## src/sv/cia_pkg.sv

```systemverilog
`default_nettype none
package cia_pkg;

	localparam int RES_BITS = 33;
	localparam int OPERAND_BITS_DEF = 16;

	typedef enum logic [1:0] {
		OP_ADD = 2'd0,
		OP_SUB = 2'd1,
		OP_MUL = 2'd2,
		OP_DIV = 2'd3
	} op_t;

	// Everything that rides alongside the divider lanes.
	typedef struct packed {
		logic [RES_BITS-1:0] re;
		logic [RES_BITS-1:0] im;
		logic                dz;
		logic                is_div;
		logic                neg_re;
		logic                neg_im;
	} side_t;

endpackage
`default_nettype wire

```

## src/sv/cia_front.sv

```systemverilog
`default_nettype none
module cia_front #(
	parameter int W = cia_pkg::OPERAND_BITS_DEF
) (
	input  wire                 clk,
	input  wire                 arst_n,
	input  wire                 in_valid,
	output logic                in_ready,
	input  wire cia_pkg::op_t   op,
	input  wire signed [W-1:0]  ar,
	input  wire signed [W-1:0]  ai,
	input  wire signed [W-1:0]  br,
	input  wire signed [W-1:0]  bi,
	output logic                out_valid,
	input  wire                 out_ready,
	output cia_pkg::side_t      side,
	output logic [2*W-1:0]      num_re,
	output logic [2*W-1:0]      num_im,
	output logic [2*W-1:0]      den
);
	import cia_pkg::*;

	localparam int PW = 2 * W;

	logic                 valid_s1;
	logic                 ready_s1;
	op_t                  op_s1;
	logic                 dz_s1;
	logic signed [W:0]    as_re_s1;
	logic signed [W:0]    as_im_s1;
	logic signed [PW-1:0] p_rr_s1;
	logic signed [PW-1:0] p_ii_s1;
	logic signed [PW-1:0] p_ri_s1;
	logic signed [PW-1:0] p_ir_s1;
	logic signed [PW-1:0] sq_r_s1;
	logic signed [PW-1:0] sq_i_s1;

	logic                 valid_s2;
	side_t                side_s2;
	logic [PW-1:0]        num_re_s2;
	logic [PW-1:0]        num_im_s2;
	logic [PW-1:0]        den_s2;

	logic signed [PW:0]   mul_re;
	logic signed [PW:0]   mul_im;
	logic signed [PW:0]   dnum_re;
	logic signed [PW:0]   dnum_im;
	logic signed [PW:0]   dmag_re;
	logic signed [PW:0]   dmag_im;
	side_t                side_d;

	assign ready_s1 = !valid_s2 || out_ready;
	assign in_ready = !valid_s1 || ready_s1;

	always_ff @(posedge clk or negedge arst_n) begin
		if (!arst_n) begin
			valid_s1 <= 1'b0;
		end else if (in_ready) begin
			valid_s1 <= in_valid;
		end
	end

	always_ff @(posedge clk) begin
		if (in_ready && in_valid) begin
			op_s1 <= op;
			dz_s1 <= (br == '0) && (bi == '0);
			if (op == OP_ADD) begin
				as_re_s1 <= (W+1)'(ar) + (W+1)'(br);
				as_im_s1 <= (W+1)'(ai) + (W+1)'(bi);
			end else begin
				as_re_s1 <= (W+1)'(ar) - (W+1)'(br);
				as_im_s1 <= (W+1)'(ai) - (W+1)'(bi);
			end
			p_rr_s1 <= ar * br;
			p_ii_s1 <= ai * bi;
			p_ri_s1 <= ar * bi;
			p_ir_s1 <= ai * br;
			sq_r_s1 <= br * br;
			sq_i_s1 <= bi * bi;
		end
	end

	assign mul_re  = (PW+1)'(p_rr_s1) - (PW+1)'(p_ii_s1);
	assign mul_im  = (PW+1)'(p_ri_s1) + (PW+1)'(p_ir_s1);
	assign dnum_re = (PW+1)'(p_rr_s1) + (PW+1)'(p_ii_s1);
	assign dnum_im = (PW+1)'(p_ir_s1) - (PW+1)'(p_ri_s1);
	assign dmag_re = dnum_re[PW] ? -dnum_re : dnum_re;
	assign dmag_im = dnum_im[PW] ? -dnum_im : dnum_im;

	always_comb begin
		side_d        = '0;
		side_d.neg_re = dnum_re[PW];
		side_d.neg_im = dnum_im[PW];
		case (op_s1)
			OP_ADD, OP_SUB: begin
				side_d.re = RES_BITS'(as_re_s1);
				side_d.im = RES_BITS'(as_im_s1);
			end
			OP_MUL: begin
				side_d.re = RES_BITS'(mul_re);
				side_d.im = RES_BITS'(mul_im);
			end
			OP_DIV: begin
				side_d.dz     = dz_s1;
				side_d.is_div = !dz_s1;
			end
			default: begin
				side_d.re = '0;
			end
		endcase
	end

	always_ff @(posedge clk or negedge arst_n) begin
		if (!arst_n) begin
			valid_s2 <= 1'b0;
		end else if (ready_s1) begin
			valid_s2 <= valid_s1;
		end
	end

	always_ff @(posedge clk) begin
		if (ready_s1 && valid_s1) begin
			side_s2   <= side_d;
			num_re_s2 <= dmag_re[PW-1:0];
			num_im_s2 <= dmag_im[PW-1:0];
			den_s2    <= PW'($unsigned(sq_r_s1)) + PW'($unsigned(sq_i_s1));
		end
	end

	assign out_valid = valid_s2;
	assign side      = side_s2;
	assign num_re    = num_re_s2;
	assign num_im    = num_im_s2;
	assign den       = den_s2;

endmodule
`default_nettype wire

```

## config.mk

```make
export PLATFORM = sky130hd
export DESIGN_NAME = cia_front
export DESIGN_NICKNAME = d
export VERILOG_FILES = /design/src/sv/cia_pkg.sv /design/src/sv/cia_front.sv
export SDC_FILE = /design/constraint.sdc
export NUM_CORES = 2
export LEC_CHECK = 0
export BUFFER_PORTS_ARGS = -buffer_cell sky130_fd_sc_hd__buf_2
export CAP_MARGIN = 20
export CORE_MARGIN = 10
export CORE_UTILIZATION = 55
export CTS_BUF_LIST = sky130_fd_sc_hd__clkbuf_8
export CTS_CLUSTER_DIAMETER = 50
export DETAILED_ROUTE_END_ITERATION = 12
export MAX_ROUTING_LAYER = met4
export PLACE_DENSITY = 0.72
export REMOVE_ABC_BUFFERS = 1
export SLEW_MARGIN = 20
export SYNTH_ARGS = -nofsm -noshare
export SYNTH_HDL_FRONTEND = slang
export SYNTH_SLANG_ARGS = --single-unit
```

## constraint.sdc

```tcl
create_clock -name clk -period 9.4 [get_ports clk]
set_input_delay 0.47 -clock clk [delete_from_list [all_inputs] [get_ports clk]]
set_output_delay 0.47 -clock clk [all_outputs]
set_load 0.02 [all_outputs]
```

==> impl_results.md <==
* Setup CP Type: input port to register
* RSZ-0062 raised after global routing: no
* Worst slew pin tran at 1.03 ns
* Setup Buffers After CTS at 0
* Clk root buf: clkbuf_8
* Rows at 139
* Required time of the critical path at 9.97 ns
* Layout fillers at 12400
* Worst Setup EP: sq_i_s1[28]
* Final cell count without fillers at 10400
* WHS Path Cells at 2
* H-tree depth at 3
* CTS tree: done
* RR Endpoint: num_im[22]
* Share of cells above drive strength 1 at 0.0575
* Inserted Clock Buffers at 82
* Drt wl/cell at 19.5 um
* Post-Route WL at 203 mm
* Cell variety after synth at 88
* Vias per cell at 5.47
* Final Skew at 0.0512 ns
* Clock Tree Buf Depth at 3
* Post-CTS Hold Fix Bufs at 7
* Total negative slack at 0 ns
* Area grow syn2layout at 5.83%
* Max Slew Vio Count at 0
* Fmax at 0.142 GHz
* Largest fanout on the critical path at 29
* Routed vias at 56800
* Post-DP HPWL at 161 mm
* Worst-path clk slew at 0.06 ns
* GRT Total Usage at 0.265
* Placed insts at 10200
* Worst Setup Start Kind: input port
* # IOs at 238
* Post-CTS sizing at 0
* Die H at 401 um
* Number of enable flip-flop cells after synthesis at 393
* Initial Util at 0.555
* Largest net degree at the start of global routing at 123
* Synth top area cells: fa_1 38%, edfxtp_1 15%, ha_1 11%
* Sequential fraction of the synthesis area at 0.148
* Fin crit period at 7.04 ns
* Most frequent cells after synthesis: 1939 x inv_1, 1519 x fa_1, 747 x nand2_1
* Worst R2R Path Depth at 14
* Sinks on Clock Net at 395
* Port Buffers at 237
* Worst R2R Start: p_ir_s1[8]
* Die footprint at 161000 um2
* Mapped cell area at 79900 um2
* WP data arrival at 7.60 ns
* Max transition margin at 0.295
* Worst hold path class: input port to register
* Asr flop ratio synth at 0.00506
* Share of the synthesized area in the top cell type at 0.380
* Final Cycle Share at 0.748
* Setup Viol. Count Final at 0
* Post-Syn Area per Cell at 9.57 um2
* Crit path capture type: register
* Status: finished clean
* First-pass GRT wire length at 331 mm
* Core ar. at 144000 um2
* Synth Register Bits at 395
* Drt pass-1 iters at 5
* Number of global-route vias before repair at 61200
* Synth Flop Type: edfxtp_1
* DRT iter0 DRCs at 3647
* FF-to-FF setup slack at 4.15 ns
* Grt ovf at 0
* DRT antenna net count at 0
* Drt drc at 0
* Fin Hold WS at 0.352 ns
* Mapped Cells at 8356
* Clk_lat worst skew at 0.84 ns
* Max-cap violation count at 0
* Top-count cell post-synth: inv_1
* Synth warn at 0
* DIE WIDTH at 401 um
* Final hold violation count at 0
* Fin nets at 10700
* Placer Congestion at 0.914
* Initial antenna violation count at 10
* Cell taking the most area after synthesis: fa_1
* Critical path startpoint: bi[12]
-- flip-flops by register name, summed over array words and instances, names as in the netlist --
signal and count:
as_im_s1 17, as_re_s1 17, den 32, dz_s1 1, num_im 32, num_re 32
op_s1 2, out_valid 1, p_ii_s1 32, p_ir_s1 32, p_ri_s1 32, p_rr_s1 32
side 70, sq_i_s1 31, sq_r_s1 31, valid_s1 1
-- through the flow --
step	area (um2)	worst slack, ns	utilization
6_report	84600	2.36	0.587
5_1_grt	84600	2.04	0.587
3_5_place_dp	82800	1.62	0.575
2_1_floorplan	78600	2.17	-
3_3_place_gp	82800	1.73	0.575
4_1_cts	84600	2.50	0.587
-- kinds of logic (layout without fill, tap and decap cells) --
family                   after synthesis  count (layout)  synth area share
AND/OR/NAND/NOR                     2030            2030             0.124
XOR/XNOR                             479             479            0.0526
multiplexers                           4               4          0.000517
buffers and inverters               2296            2422             0.108
flip-flops                           395             395             0.148
adder cells (fa/ha/maj)             2225            2225             0.491
AO/OA/AOI/OAI                        927             927            0.0756
other                                  0               5                 0
-- per-layer routing --
metal | share of wire | GRT usage | routed length, um | vias up
met5 | 0 | - | 0 | -
met4 | 0.041 | 0.0968 | 8400 | 0
met3 | 0.072 | 0.0457 | 14600 | 366
met2 | 0.49 | 0.433 | 98300 | 1880
met1 | 0.40 | 0.332 | 81300 | 28900
li1 | - | - | - | 25700
-- layout by cell type, fill, tap and decap left out, types with 75 or more instances in the layout --
| master | n |
|---|---|
| and2_1 | 561 |
| nor3_1 | 75 |
| buf_2 | 237 |
| fa_1 | 1519 |
| nor2_1 | 340 |
| nand2_1 | 747 |
| inv_1 | 1960 |
| xor2_1 | 107 |
| clkbuf_8 | 82 |
| ha_1 | 706 |
| edfxtp_1 | 393 |
| a21o_1 | 115 |
| a21oi_1 | 294 |
| o21ai_0 | 156 |
| xnor2_1 | 370 |
| o21bai_1 | 80 |
-- area by class of cell --
type / instances / area [um2] / share of cell area
Inverter: 1952 / 7330 / 0.0866
Multi-Input combinational cell: 5665 / 59500 / 0.703
Clock buffer: 82 / 1130 / 0.0133
Antenna cell: 5 / 12.5 / 0.000148
Clock inverter: 66 / 523 / 0.00618
Sequential cell: 395 / 11900 / 0.140
Timing Repair Buffer: 322 / 1900 / 0.0225
Tap cell: 1903 / 2380 / 0.0281
-- worst max-delay path: stages --
cell,delay [ns]
buf_2,0.60
buf_4,0.37
nand2_1,0.10
fa_1,0.51
fa_1,0.54
fa_1,0.52
inv_1,0.06
fa_1,0.50
fa_1,0.50
inv_1,0.05
fa_1,0.49
inv_1,0.05
ha_1,0.35
o21a_1,0.14
nor2_1,0.05
a311oi_1,0.44
a311o_1,0.29
a41oi_1,0.24
a2111oi_0,0.64
nor2_1,0.16
o21ai_0,0.19
o21ai_0,0.13
xnor2_1,0.14
-- worst min path at each step --
| stage | startpoint | endpoint | slack [ns] |
|---|---|---|---|
| after floorplan | arst_n | out_valid | 0.17 |
| after global placement | arst_n | out_valid | 0.25 |
| after detailed placement | arst_n | valid_s1 | 0.26 |
| after CTS | ar[0] | as_re_s1[0] | 0.27 |
| after global routing | ar[0] | as_re_s1[0] | 0.36 |
| final | ar[0] | as_re_s1[0] | 0.35 |
Power is left out: the tool's default activity adds up to more than one toggle a clock period on the data nets, which glitch-free logic cannot reach.
