--- src/sv/cia_pkg.sv ---
`default_nettype none
package cia_pkg;

	localparam int RES_BITS = 33;
	localparam int OPERAND_BITS_DEF = 16;

	typedef enum logic [1:0] {
		OP_ADD = 2'd0,
		OP_SUB = 2'd1,
		OP_MUL = 2'd2,
		OP_DIV = 2'd3
	} op_t;

	// Everything that rides alongside the divider lanes.
	typedef struct packed {
		logic [RES_BITS-1:0] re;
		logic [RES_BITS-1:0] im;
		logic                dz;
		logic                is_div;
		logic                neg_re;
		logic                neg_im;
	} side_t;

endpackage
`default_nettype wire

--- src/sv/cia_div_cell.sv ---
`default_nettype none
module cia_div_cell #(
	parameter int NW = 2 * cia_pkg::OPERAND_BITS_DEF
) (
	input  wire                  clk,
	input  wire                  arst_n,
	input  wire                  in_valid,
	output logic                 in_ready,
	input  wire cia_pkg::side_t  in_side,
	input  wire [NW-1:0]         in_den,
	input  wire [NW-1:0]         in_rem_re,
	input  wire [NW-1:0]         in_rem_im,
	input  wire [NW-1:0]         in_num_re,
	input  wire [NW-1:0]         in_num_im,
	output logic                 out_valid,
	input  wire                  out_ready,
	output cia_pkg::side_t       out_side,
	output logic [NW-1:0]        out_den,
	output logic [NW-1:0]        out_rem_re,
	output logic [NW-1:0]        out_rem_im,
	output logic [NW-1:0]        out_num_re,
	output logic [NW-1:0]        out_num_im
);
	import cia_pkg::*;

	logic            valid_q;
	side_t           side_q;
	logic [NW-1:0]   den_q;
	logic [NW-1:0]   rem_re_q;
	logic [NW-1:0]   rem_im_q;
	logic [NW-1:0]   num_re_q;
	logic [NW-1:0]   num_im_q;

	logic [NW:0]     sh_re;
	logic [NW:0]     sh_im;
	logic [NW:0]     diff_re;
	logic [NW:0]     diff_im;

	// One restoring step per lane: the numerator shifts into the remainder
	// and the quotient bit fills the vacated low end.
	assign sh_re   = {in_rem_re, in_num_re[NW-1]};
	assign sh_im   = {in_rem_im, in_num_im[NW-1]};
	assign diff_re = sh_re - {1'b0, in_den};
	assign diff_im = sh_im - {1'b0, in_den};

	assign in_ready = !valid_q || out_ready;

	always_ff @(posedge clk or negedge arst_n) begin
		if (!arst_n) begin
			valid_q <= 1'b0;
		end else if (in_ready) begin
			valid_q <= in_valid;
		end
	end

	always_ff @(posedge clk) begin
		if (in_ready && in_valid) begin
			side_q   <= in_side;
			den_q    <= in_den;
			rem_re_q <= diff_re[NW] ? sh_re[NW-1:0] : diff_re[NW-1:0];
			rem_im_q <= diff_im[NW] ? sh_im[NW-1:0] : diff_im[NW-1:0];
			num_re_q <= {in_num_re[NW-2:0], !diff_re[NW]};
			num_im_q <= {in_num_im[NW-2:0], !diff_im[NW]};
		end
	end

	assign out_valid  = valid_q;
	assign out_side   = side_q;
	assign out_den    = den_q;
	assign out_rem_re = rem_re_q;
	assign out_rem_im = rem_im_q;
	assign out_num_re = num_re_q;
	assign out_num_im = num_im_q;

endmodule
`default_nettype wire

--- config.mk ---
export PLATFORM = sky130hd
export DESIGN_NAME = cia_div_cell
export DESIGN_NICKNAME = d
export VERILOG_FILES = /design/src/sv/cia_pkg.sv /design/src/sv/cia_div_cell.sv
export SDC_FILE = /design/constraint.sdc
export NUM_CORES = 1
export LEC_CHECK = 0
export ABC_AREA = 1
export ABC_CLOCK_PERIOD_IN_PS = 35300
export BUFFER_PORTS_ARGS = -buffer_cell sky130_fd_sc_hd__buf_4
export CAP_MARGIN = 40
export CORE_ASPECT_RATIO = 0.9
export CORE_MARGIN = 2
export CORE_UTILIZATION = 25
export CTS_BUF_LIST = sky130_fd_sc_hd__clkbuf_8
export DETAILED_ROUTE_END_ITERATION = 8
export HOLD_SLACK_MARGIN = 0.15
export PLACE_DENSITY = 0.5
export SKIP_LAST_GASP = 1
export SLEW_MARGIN = 20
export SYNTH_ARGS = -nofsm -noshare
export SYNTH_HDL_FRONTEND = slang
export SYNTH_SLANG_ARGS = --single-unit
--- constraint.sdc ---
create_clock -name clk -period 35.3 [get_ports clk]
set_input_delay 1.765 -clock clk [delete_from_list [all_inputs] [get_ports clk]]
set_output_delay 1.765 -clock clk [all_outputs]
set_load 0.005 [all_outputs]
==> qor.yml, run 1 <==
hold_violations: 0
stdcell_count: 2805
postRouteAntennaNets: 0
slowest_stage: "buf_4"
cap_violations: 0
dr.pass1.iters: 5
path_buf_inv: 3
ios: 466
timing.fmax_mhz: 252
clk_pin_slew_ps: 60
synth_area_per_cell_um2: 8.50
cts_buffer_depth: 3
drt-initial-drc-count: 718
synth_area_mm2: 0.0133
rows: 80
yosys.area_share.xor_xnor: 0.0197
grt_pass1_wl_um: 77900
fin_area_mm2: 0.0184
finalSetupViolCount: 0
vias_per_cell: 4.30
peakVddDrop_v: 0.0000289
final_util: 0.349
tritoncts: "yes"
hold_buffers: 0
yosysWarnings: 0
drt-total-wl_um: 55000
area_delta_synth_final_pct: 38.2
drc_errors: 0
start_util: 0.252
power.density_mw_per_mm2: 41.9
wl_per_cell_um: 19.6
post_cts_buffers: 0
cp_num_cells: 4
end_kind: "output pin"
synth_top_family_by_area: "simple AND/OR/NAND/NOR gates"
critPathMostFrequentCell: "buf_4"
design.final.nets: 2369
cp_max_fo: 2
path_cells: "buf_4, inv_1, nand2_1, buf_4"
vias: 12100
tns_ps: 0
fin_crit_ps: 3960
synth.distinct_cells: 30
antenna_found_initial: 14
power_leakage_uw: 0.00941
drive_above_1_share: 0.285
synth_simple_gate_area_frac: 0.274
critPathKind: "in -> out"
synth_compound_area_frac: 0.0294
track_usage: 0.195
rsz0062_at_grt: "no"
critPathMaxStageDelay_ps: 140
placed_cells: 2720
htree_levels: 2
relSlewSlack: 0.371
timing.final.crit_share: 0.112
worstPathArrival_ps: 2200
die_height_um: 223
hp-class: "reg -> reg"
cp_top_family: "buffers and inverters"
status: "finished, final reports clean"
die_area_mm2: 0.0552
core_mm2: 0.0529
synthFlopType: "edfxtp_1"
cts_resized: 0
clk_latency_ps: 630
worstPathRequired_ps: 33530
yosysSeqAreaShare: 0.520
grt_max_degree: 158
synth_nets: 1867
async_reset_ff_frac: 0.00433
worst_pin_slew_ps: 944
clock-root-buffer: "clkbuf_8"
place_area_mm2: 0.0176
synthAdderAreaFrac: 0.0631
cts_sinks: 231
ys_ff_latch: 231
synthCells: 1567
grt-ovfl-total: 0
hpwl_um: 45300
synthMuxAreaShare: 0
io_buffers: 465
cts_buffers: 44
slew_viol_final: 0
hold_depth: 2
skew_ps: 42.5
rr_worst_depth: 4
place.gp.congestion: 0.911
startpoint_type: "input port"
synth_edf_count: 230
grt_pass1_vias: 11900
die_w_um: 247
num-fill-cells: 5550
[kinds of logic (layout without fill, tap and decap cells)]
logic type,Yosys count,in the layout
xor gates and xnor gates,30,30
adders and majority gates,66,66
other,0,9
AOI/OAI and AO/OA,67,67
and+or+nand+nor,872,872
DFF,231,231
buffers and inverters,301,833
[worst register-to-register path: cells and delay by family (launching register included)]
family | cells | cell delay, ps
buf+inv | 3 | 1540
compound gates | 1 | 190
flops | 1 | 440
[cells in the mapped netlist, types with 3 or more instances]
| master | number | area (um2) |
|---|---|---|
| nand2_1 | 629 | 2360 |
| nor2_2 | 4 | 25.0 |
| edfxtp_1 | 230 | 6910 |
| nor3_1 | 12 | 60.1 |
| buf_6 | 7 | 78.8 |
| inv_1 | 288 | 1080 |
| o21ai_0 | 4 | 20.0 |
| buf_12 | 3 | 60.1 |
| nand2_4 | 7 | 78.8 |
| nor2_1 | 75 | 282 |
| nand2_2 | 52 | 325 |
| a21oi_1 | 46 | 230 |
| and2_1 | 6 | 37.5 |
| o21bai_1 | 10 | 75.1 |
| ha_1 | 64 | 801 |
| nand4_1 | 16 | 100 |
| nand3_1 | 64 | 320 |
| a21oi_2 | 4 | 35.0 |
| xor2_1 | 28 | 245 |
[state kept, by name, summed over array words and instances, names as in the netlist]
register	cells
out_valid	1
out_rem_im	32
out_num_re	32
out_rem_re	32
out_side	70
out_num_im	32
out_den	32
[cell usage in the layout, fill, tap and decap left out, types with 4 or more instances in the layout]
cell type  count
clkinv_2       4
nand2_4        7
and2_1         6
edfxtp_1     230
o21bai_1      10
nor2_2         4
nor2_1        75
xor2_1        28
nor3_1        12
nand2_2       52
o21ai_0        4
nand3_1       64
clkinv_1       4
nand2_1      629
ha_1          64
a21oi_2        4
nand4_1       16
clkbuf_8      49
a21oi_1       45
buf_4        466
inv_1        303
diode_2        9
[path summary, 6_finish.rpt]
check	startpoint	endpoint	slack (ps)
worst max-delay path	out_ready	in_ready	31340
worst min-delay path	out_valid	out_valid	630
worst max register to register	out_valid	out_rem_im[28]	32790
worst min register to register	out_valid	out_valid	630
max in group asynchronous	arst_n	out_valid	34280
min in group asynchronous	arst_n	out_valid	940
[layer usage]
metal / vias to the layer above / wire [um] / track usage
li1: 5968 / - / -
met1: 5494 / 22000 / 0.232
met2: 495 / 25700 / 0.325
met3: 86 / 5560 / 0.0689
met4: 14 / 1630 / 0.0672
met5: - / 133 / 0.00713
[layout make-up]
type | instances | area [um2] | area share
sequential | 231 | 6930 | 0.376
multi-input combinational | 1035 | 5150 | 0.280
timing repair buffer | 468 | 3550 | 0.193
inverter | 289 | 1080 | 0.0589
tap | 697 | 872 | 0.0473
clock buffer | 49 | 674 | 0.0366
clock inverter | 27 | 136 | 0.00740
antenna | 9 | 22.5 | 0.00122
[stage by stage]
stage          setup WS, ps  hold WS (ps)  power [uW]
6_report              31340           628         772
5_1_grt               31280           712         818
4_1_cts               31340           633         787
3_5_place_dp          31160           616         526
3_3_place_gp          31210           598         524
2_1_floorplan         21560           528         445
[power breakdown]
group          internal [uW]  switching [uW]  leakage, uW
registers                328            6.38      0.00221
logic                   74.5             110      0.00672
clock network            128             125     0.000476
total                    530             241      0.00941
Power figures use the tool's default switching activity.
==> run 2, diff against run 1 <==
--- a/config.mk
+++ b/config.mk
@@ -6,7 +6,7 @@
 export NUM_CORES = 1
 export LEC_CHECK = 0
 export ABC_AREA = 1
-export ABC_CLOCK_PERIOD_IN_PS = 35300
+export ABC_CLOCK_PERIOD_IN_PS = 3600
 export BUFFER_PORTS_ARGS = -buffer_cell sky130_fd_sc_hd__buf_4
 export CAP_MARGIN = 40
 export CORE_ASPECT_RATIO = 0.9
@@ -15,7 +15,7 @@
 export CTS_BUF_LIST = sky130_fd_sc_hd__clkbuf_8
 export DETAILED_ROUTE_END_ITERATION = 8
 export HOLD_SLACK_MARGIN = 0.15
-export PLACE_DENSITY = 0.5
+export PLACE_DENSITY = 0.51
 export SKIP_LAST_GASP = 1
 export SLEW_MARGIN = 20
 export SYNTH_ARGS = -nofsm -noshare
==> constraint.sdc (replaced) <==
create_clock -name clk -period 3.6 [get_ports clk]
set_input_delay 0.18 -clock clk [delete_from_list [all_inputs] [get_ports clk]]
set_output_delay 0.18 -clock clk [all_outputs]
set_load 0.005 [all_outputs]
==> qor.yml, run 2 (synthesis gave the netlist of run 1 again) <==
status: "finished, final reports clean"
placed_cells: 2719  # -0.037%
skew_ps: 27.1  # -15.4 ps
hold_depth: 5  # +3
vias: 13100  # +8.8%
io_buffers: 465  # unchanged
timing.fmax_mhz: 393
die_w_um: 247  # unchanged
drt-initial-drc-count: 754  # +5.0%
worstSetupStartpoint: "in_den[0]"
area_delta_synth_final_pct: 55.4
end_kind: "register"
tns_ps: 0  # unchanged
place.gp.congestion: 0.916  # +0.50%
relSlewSlack: 0.311  # -0.0597
cp-endpoint: "out_rem_re[7]"
hold_buffers: 232  # +232
ios: 466  # unchanged
startpoint_type: "input port"
critPathKind: "in -> reg"
start_util: 0.252  # unchanged
clk_pin_slew_ps: 60  # about the same
fin_crit_ps: 2540
setup.reg_to_reg.worst_slack_ps: 1730  # -31060 ps
finalSetupViolCount: 0  # unchanged
track_usage: 0.205  # +0.00960
rr_worst_depth: 2  # -2
critPathMaxStageDelay_ps: 530  # +390 ps
timing.final.crit_share: 0.707
tritoncts: "yes"
power.density_mw_per_mm2: 380  # +810%
cts_buffers: 43  # -2.3%
postRouteAntennaNets: 0  # unchanged
preCtsSetupSlack_ps: 999  # -30160 ps
whs_ps: 247  # -381 ps
post_cts_buffers: 0  # unchanged
regToRegStartpoint: "out_valid"
multi_input_area_mm2: 0.00515  # unchanged
cts_sinks: 231  # unchanged
r2r_end: "out_rem_re[9]"
grt-ovfl-total: 0  # unchanged
cts_resized: 0  # unchanged
vias_per_cell: 4.33  # +0.80%
stdcell_count: 3028  # +8.0%
largest_register_ffs: 70  # unchanged
drc_errors: 0  # unchanged
rsz0062_at_grt: "no"
final_common_cell: "nand2_1"
rows: 80  # unchanged
cap_violations: 0  # unchanged
core_mm2: 0.0529  # unchanged
die_height_um: 223  # unchanged
clock-root-buffer: "clkbuf_8"
drt-total-wl_um: 58300  # +6.0%
final_cell_mix: "nand2_1, buf_4, inv_1"
slew_viol_final: 0  # unchanged
die_area_mm2: 0.0552  # unchanged
regArea_mm2: 0.00693  # unchanged
antenna_found_initial: 7  # -7
path_cells: "dlygate4sd3_1, buf_4, ha_1, fa_1, inv_1, nand2_1, nand2_1, nand3_1, nand2_2, nand2_2, nand2_2, nand2_2, nand3_1, nand2_4, nand2_1, nand2_1"
hold_violations: 0  # unchanged
setup_slack_ps: 1060  # -30280 ps
hp-class: "in -> reg"
worstPathArrival_ps: 2890  # +690 ps
grt_max_degree: 160  # +1.3%
worst_pin_slew_ps: 1030  # +89.5 ps
p_total_uw: 7870  # +920%
wl_per_cell_um: 19.2  # -1.8%
dr.pass1.iters: 6  # +1
cp_max_fo: 33  # +31
grt_pass1_vias: 13000  # +9.5%
grt_pass1_wl_um: 82600  # +6.0%
num-fill-cells: 5398  # -2.7%
hpwl_um: 46200  # +2.0%
drive_above_1_share: 0.254  # -0.0308
htree_levels: 2  # unchanged
clk_latency_ps: 620  # about the same
cts_buffer_depth: 3  # unchanged
slowest_stage: "dlygate4sd3_1"
design.final.nets: 2599  # +9.7%
worstPathRequired_ps: 3950  # -29580 ps
peakVddDrop_v: 0.000240  # +730%
power_leakage_uw: 0.0103  # +9.9%
==> run 2: area by class of cell <==
cell class | count | area share
Tap cell | 697 | 0.0421
Multi-Input combinational cell | 1035 | 0.249
Inverter | 289 | 0.0524
Sequential cell | 231 | 0.335
Clock inverter | 29 | 0.0103
Timing Repair Buffer | 699 | 0.283
Clock buffer | 43 | 0.0286
Antenna cell | 5 | 0.000604
==> run 2: critical path: cells and delay by family <==
| family | cells | cell delay (ps) |
|---|---|---|
| and+or+nand+nor | 11 | 1190 |
| adders and majority gates | 2 | 650 |
| buffers and inverters | 3 | 840 |
==> run 2: how the worst min path moves through the flow <==
| stage | startpoint | slack [ps] | end |
|---|---|---|---|
| after floorplan | arst_n | -120 | out_valid |
| after global placement | arst_n | -40 | out_valid |
| after detailed placement | arst_n | -40 | out_valid |
| after CTS | in_rem_re[31] | 180 | out_rem_re[30] |
| after global routing | in_den[7] | 250 | out_den[7] |
| final | in_rem_re[31] | 250 | out_rem_re[30] |
==> run 2: metal layers <==
layer  part of all wire  GRT usage
met1               0.41      0.246
met2               0.48      0.354
met3              0.074     0.0487
met4              0.036     0.0748
met5            0.00081          0
==> run 2: stage by stage <==
| step | area, um2 | util |
|---|---|---|
| floorplan | 13300 | - |
| global placement | 17600 | 0.332 |
| detailed placement | 17600 | 0.332 |
| CTS | 20700 | 0.392 |
| global route | 20700 | 0.392 |
| finish | 20700 | 0.392 |
==> run 2: power by group <==
part	internal [uW]	switching [uW]	total [uW]
registers	3210	61.5	3280
logic	894	1150	2040
clock network	1330	1220	2550
==> run 3, diff against run 2 <==
--- a/config.mk
+++ b/config.mk
@@ -6,7 +6,7 @@
 export NUM_CORES = 1
 export LEC_CHECK = 0
 export ABC_AREA = 1
-export ABC_CLOCK_PERIOD_IN_PS = 3600
+export ABC_CLOCK_PERIOD_IN_PS = 2200
 export BUFFER_PORTS_ARGS = -buffer_cell sky130_fd_sc_hd__buf_4
 export CAP_MARGIN = 40
 export CORE_ASPECT_RATIO = 0.9
==> constraint.sdc (replaced) <==
create_clock -name clk -period 2.2 [get_ports clk]
set_input_delay 0.11 -clock clk [delete_from_list [all_inputs] [get_ports clk]]
set_output_delay 0.11 -clock clk [all_outputs]
set_load 0.005 [all_outputs]
==> qor.yml, run 3 (synthesis gave the netlist of run 1 again) <==
hp-class: "in -> reg"
wl_per_cell_um: 18.5  # -3.6%
path_cells: "dlygate4sd3_1, buf_4, inv_1, ha_1, nand2_1, inv_1, nand2_1, nand3_1, nand2_1, nand2_1, nand2_1, nand2_1, nand2_1, nand2_1, nand2_2, nand2_2"
switchingPower_uw: 4050  # +66%
timing.fmax_mhz: 449
drt-initial-drc-count: 754  # unchanged
hold_buffers: 235  # +1.3%
clk_pin_slew_ps: 60  # about the same
tns_ps: -25.6  # -25.6 ps
start_util: 0.252  # unchanged
hpwl_um: 47300  # +2.5%
critPathKind: "in -> reg"
clk_latency_ps: 610  # about the same
rsz0062_at_grt: "yes"
worstPathRequired_ps: 2530  # -1420 ps
startpoint_type: "input port"
htree_levels: 2  # unchanged
largest_register_ffs: 70  # unchanged
pwr-share-comb: 0.294  # +0.034
post_cts_buffers: 0  # unchanged
cp_max_fo: 5  # -85%
rows: 80  # unchanged
critPathMostFrequentCell: "nand2_1"
vias: 13400  # +2.3%
critPathMaxStageDelay_ps: 550  # +20 ps
antenna_found_initial: 5  # -2
internal-power_uw: 9010  # +66%
preCtsSetupSlack_ps: -185  # -1180 ps
peakVddDrop_v: 0.000429  # +79%
slowest_stage: "dlygate4sd3_1"
whs_ps: -233  # -480 ps
tritoncts: "yes"
skew_ps: 37.5  # +10.4 ps
fin_crit_ps: 2230
pwr-share-seq: 0.410  # -0.006
power.density_mw_per_mm2: 587  # +54%
path_buf_inv: 4  # +1
io_buffers: 465  # unchanged
dr.pass1.iters: 5  # -1
place.gp.congestion: 0.900  # -1.7%
ios: 466  # unchanged
pwr-share-clk: 0.295  # -0.029
final_common_cell: "nand2_1"
relSlewSlack: 0.647  # +0.335
stdcell_count: 3186  # +5.2%
hold_violations: 2  # +2
finalSetupViolCount: 1  # +1
power_leakage_uw: 0.0111  # +7.7%
drive_above_1_share: 0.319  # +0.0648
grt_max_degree: 80  # -50%
cp_top_family: "simple AND/OR/NAND/NOR gates"
timing.final.crit_share: 1.01
status: "finished with violations"
cap_violations: 0  # unchanged
clock-root-buffer: "clkbuf_8"
final_cell_mix: "nand2_1, buf_4, inv_1"
vias_per_cell: 4.21  # -2.8%
p_sw_frac: 0.310  # +0.000785
slew_viol_final: 0  # unchanged
grt_pass1_wl_um: 84500  # +2.3%
grt_pass1_vias: 13600  # +4.5%
track_usage: 0.208  # +0.00306
die_w_um: 247  # unchanged
worst_pin_slew_ps: 530  # -503 ps
die_area_mm2: 0.0552  # unchanged
drt-total-wl_um: 59100  # +1.4%
design.final.nets: 2757  # +6.1%
end_kind: "register"
placed_cells: 2874  # +5.7%
grt-ovfl-total: 0  # unchanged
setup_slack_ps: -25.6  # -1080 ps
postRouteAntennaNets: 0  # unchanged
area_delta_synth_final_pct: 67.0
cts_buffer_depth: 3  # unchanged
drc_errors: 0  # unchanged
num-fill-cells: 5308  # -1.7%
die_height_um: 223  # unchanged
worstPathArrival_ps: 2560  # -330 ps
core_mm2: 0.0529  # unchanged
cts_buffers: 42  # -2.3%
violations: "negative hold slack, negative setup slack"
cts_sinks: 231  # unchanged
-- run 3: changes by cell type in the layout (fill, tap and decap cells not counted), sizes merged --
cell         delta
buf           +155
bufinv          -2
clkbuf          -1
clkinv          +1
clkinvlp        +5
dlygate4sd3     +3
inv             -4
nand2           +1
-- run 3: layout make-up --
class | count | area [um2] | area share
Timing Repair Buffer | 857 | 7190 | 0.323
Sequential cell | 231 | 6930 | 0.311
Multi-Input combinational cell | 1036 | 5410 | 0.243
Inverter | 289 | 1100 | 0.0494
Tap cell | 697 | 872 | 0.0392
Clock buffer | 42 | 578 | 0.0260
Clock inverter | 29 | 164 | 0.00736
Antenna cell | 5 | 12.5 | 0.000562
-- run 3: timing repair --
action,in CTS,in global routing
endpoints found under the setup margin,0,65
gates resized for setup,0,52
endpoints found under the hold margin,252,2
-- run 3: worst register-to-register path, stage by stage, from the launching register on --
cell	delay, ps
dfrtp_1	430
a21oi_4	240
buf_12	220
buf_4	380
-- run 3: metal layers --
metal / GRT usage / vias to the layer above / wire length (um)
met2: 0.354 / 452 / 27900
met5: 0 / - / 31
met3: 0.0440 / 91 / 4030
met4: 0.0775 / 4 / 2190
li1: - / 6722 / -
met1: 0.257 / 6155 / 24900
-- run 3: per-stage QoR --
| step | instance area (um2) | util | power [uW] |
|---|---|---|---|
| final | 22300 | 0.421 | 13100 |
| after global routing | 22300 | 0.421 | 13800 |
| after CTS | 22000 | 0.416 | 13200 |
| after detailed placement | 18900 | 0.357 | 8850 |
| after global placement | 18900 | 0.357 | 8830 |
| after floorplan | 13300 | - | 7060 |
-- run 3: final timing paths --
kind / slack (ps) / end / start / depth (start not counted)
worst min register to register: 870 / out_side[27] / out_valid / 2
min in group asynchronous: 420 / out_valid / arst_n / 3
worst max-delay path: -30 / out_rem_im[29] / in_den[3] / 16
worst max register to register: 580 / out_side[58] / out_valid / 3
max in group asynchronous: 1680 / out_valid / arst_n / 3
worst min-delay path: -230 / out_den[0] / in_den[0] / 1
-- run 3: power groups by stage --
stage               sequential (uW)  combinational, uW  clock (uW)
floorplan                      5490               1560           0
global placement               5450               3380           0
detailed placement             5440               3400           0
CTS                            5360               3790        4010
global route                   5380               4240        4180
finish                         5360               3840        3860
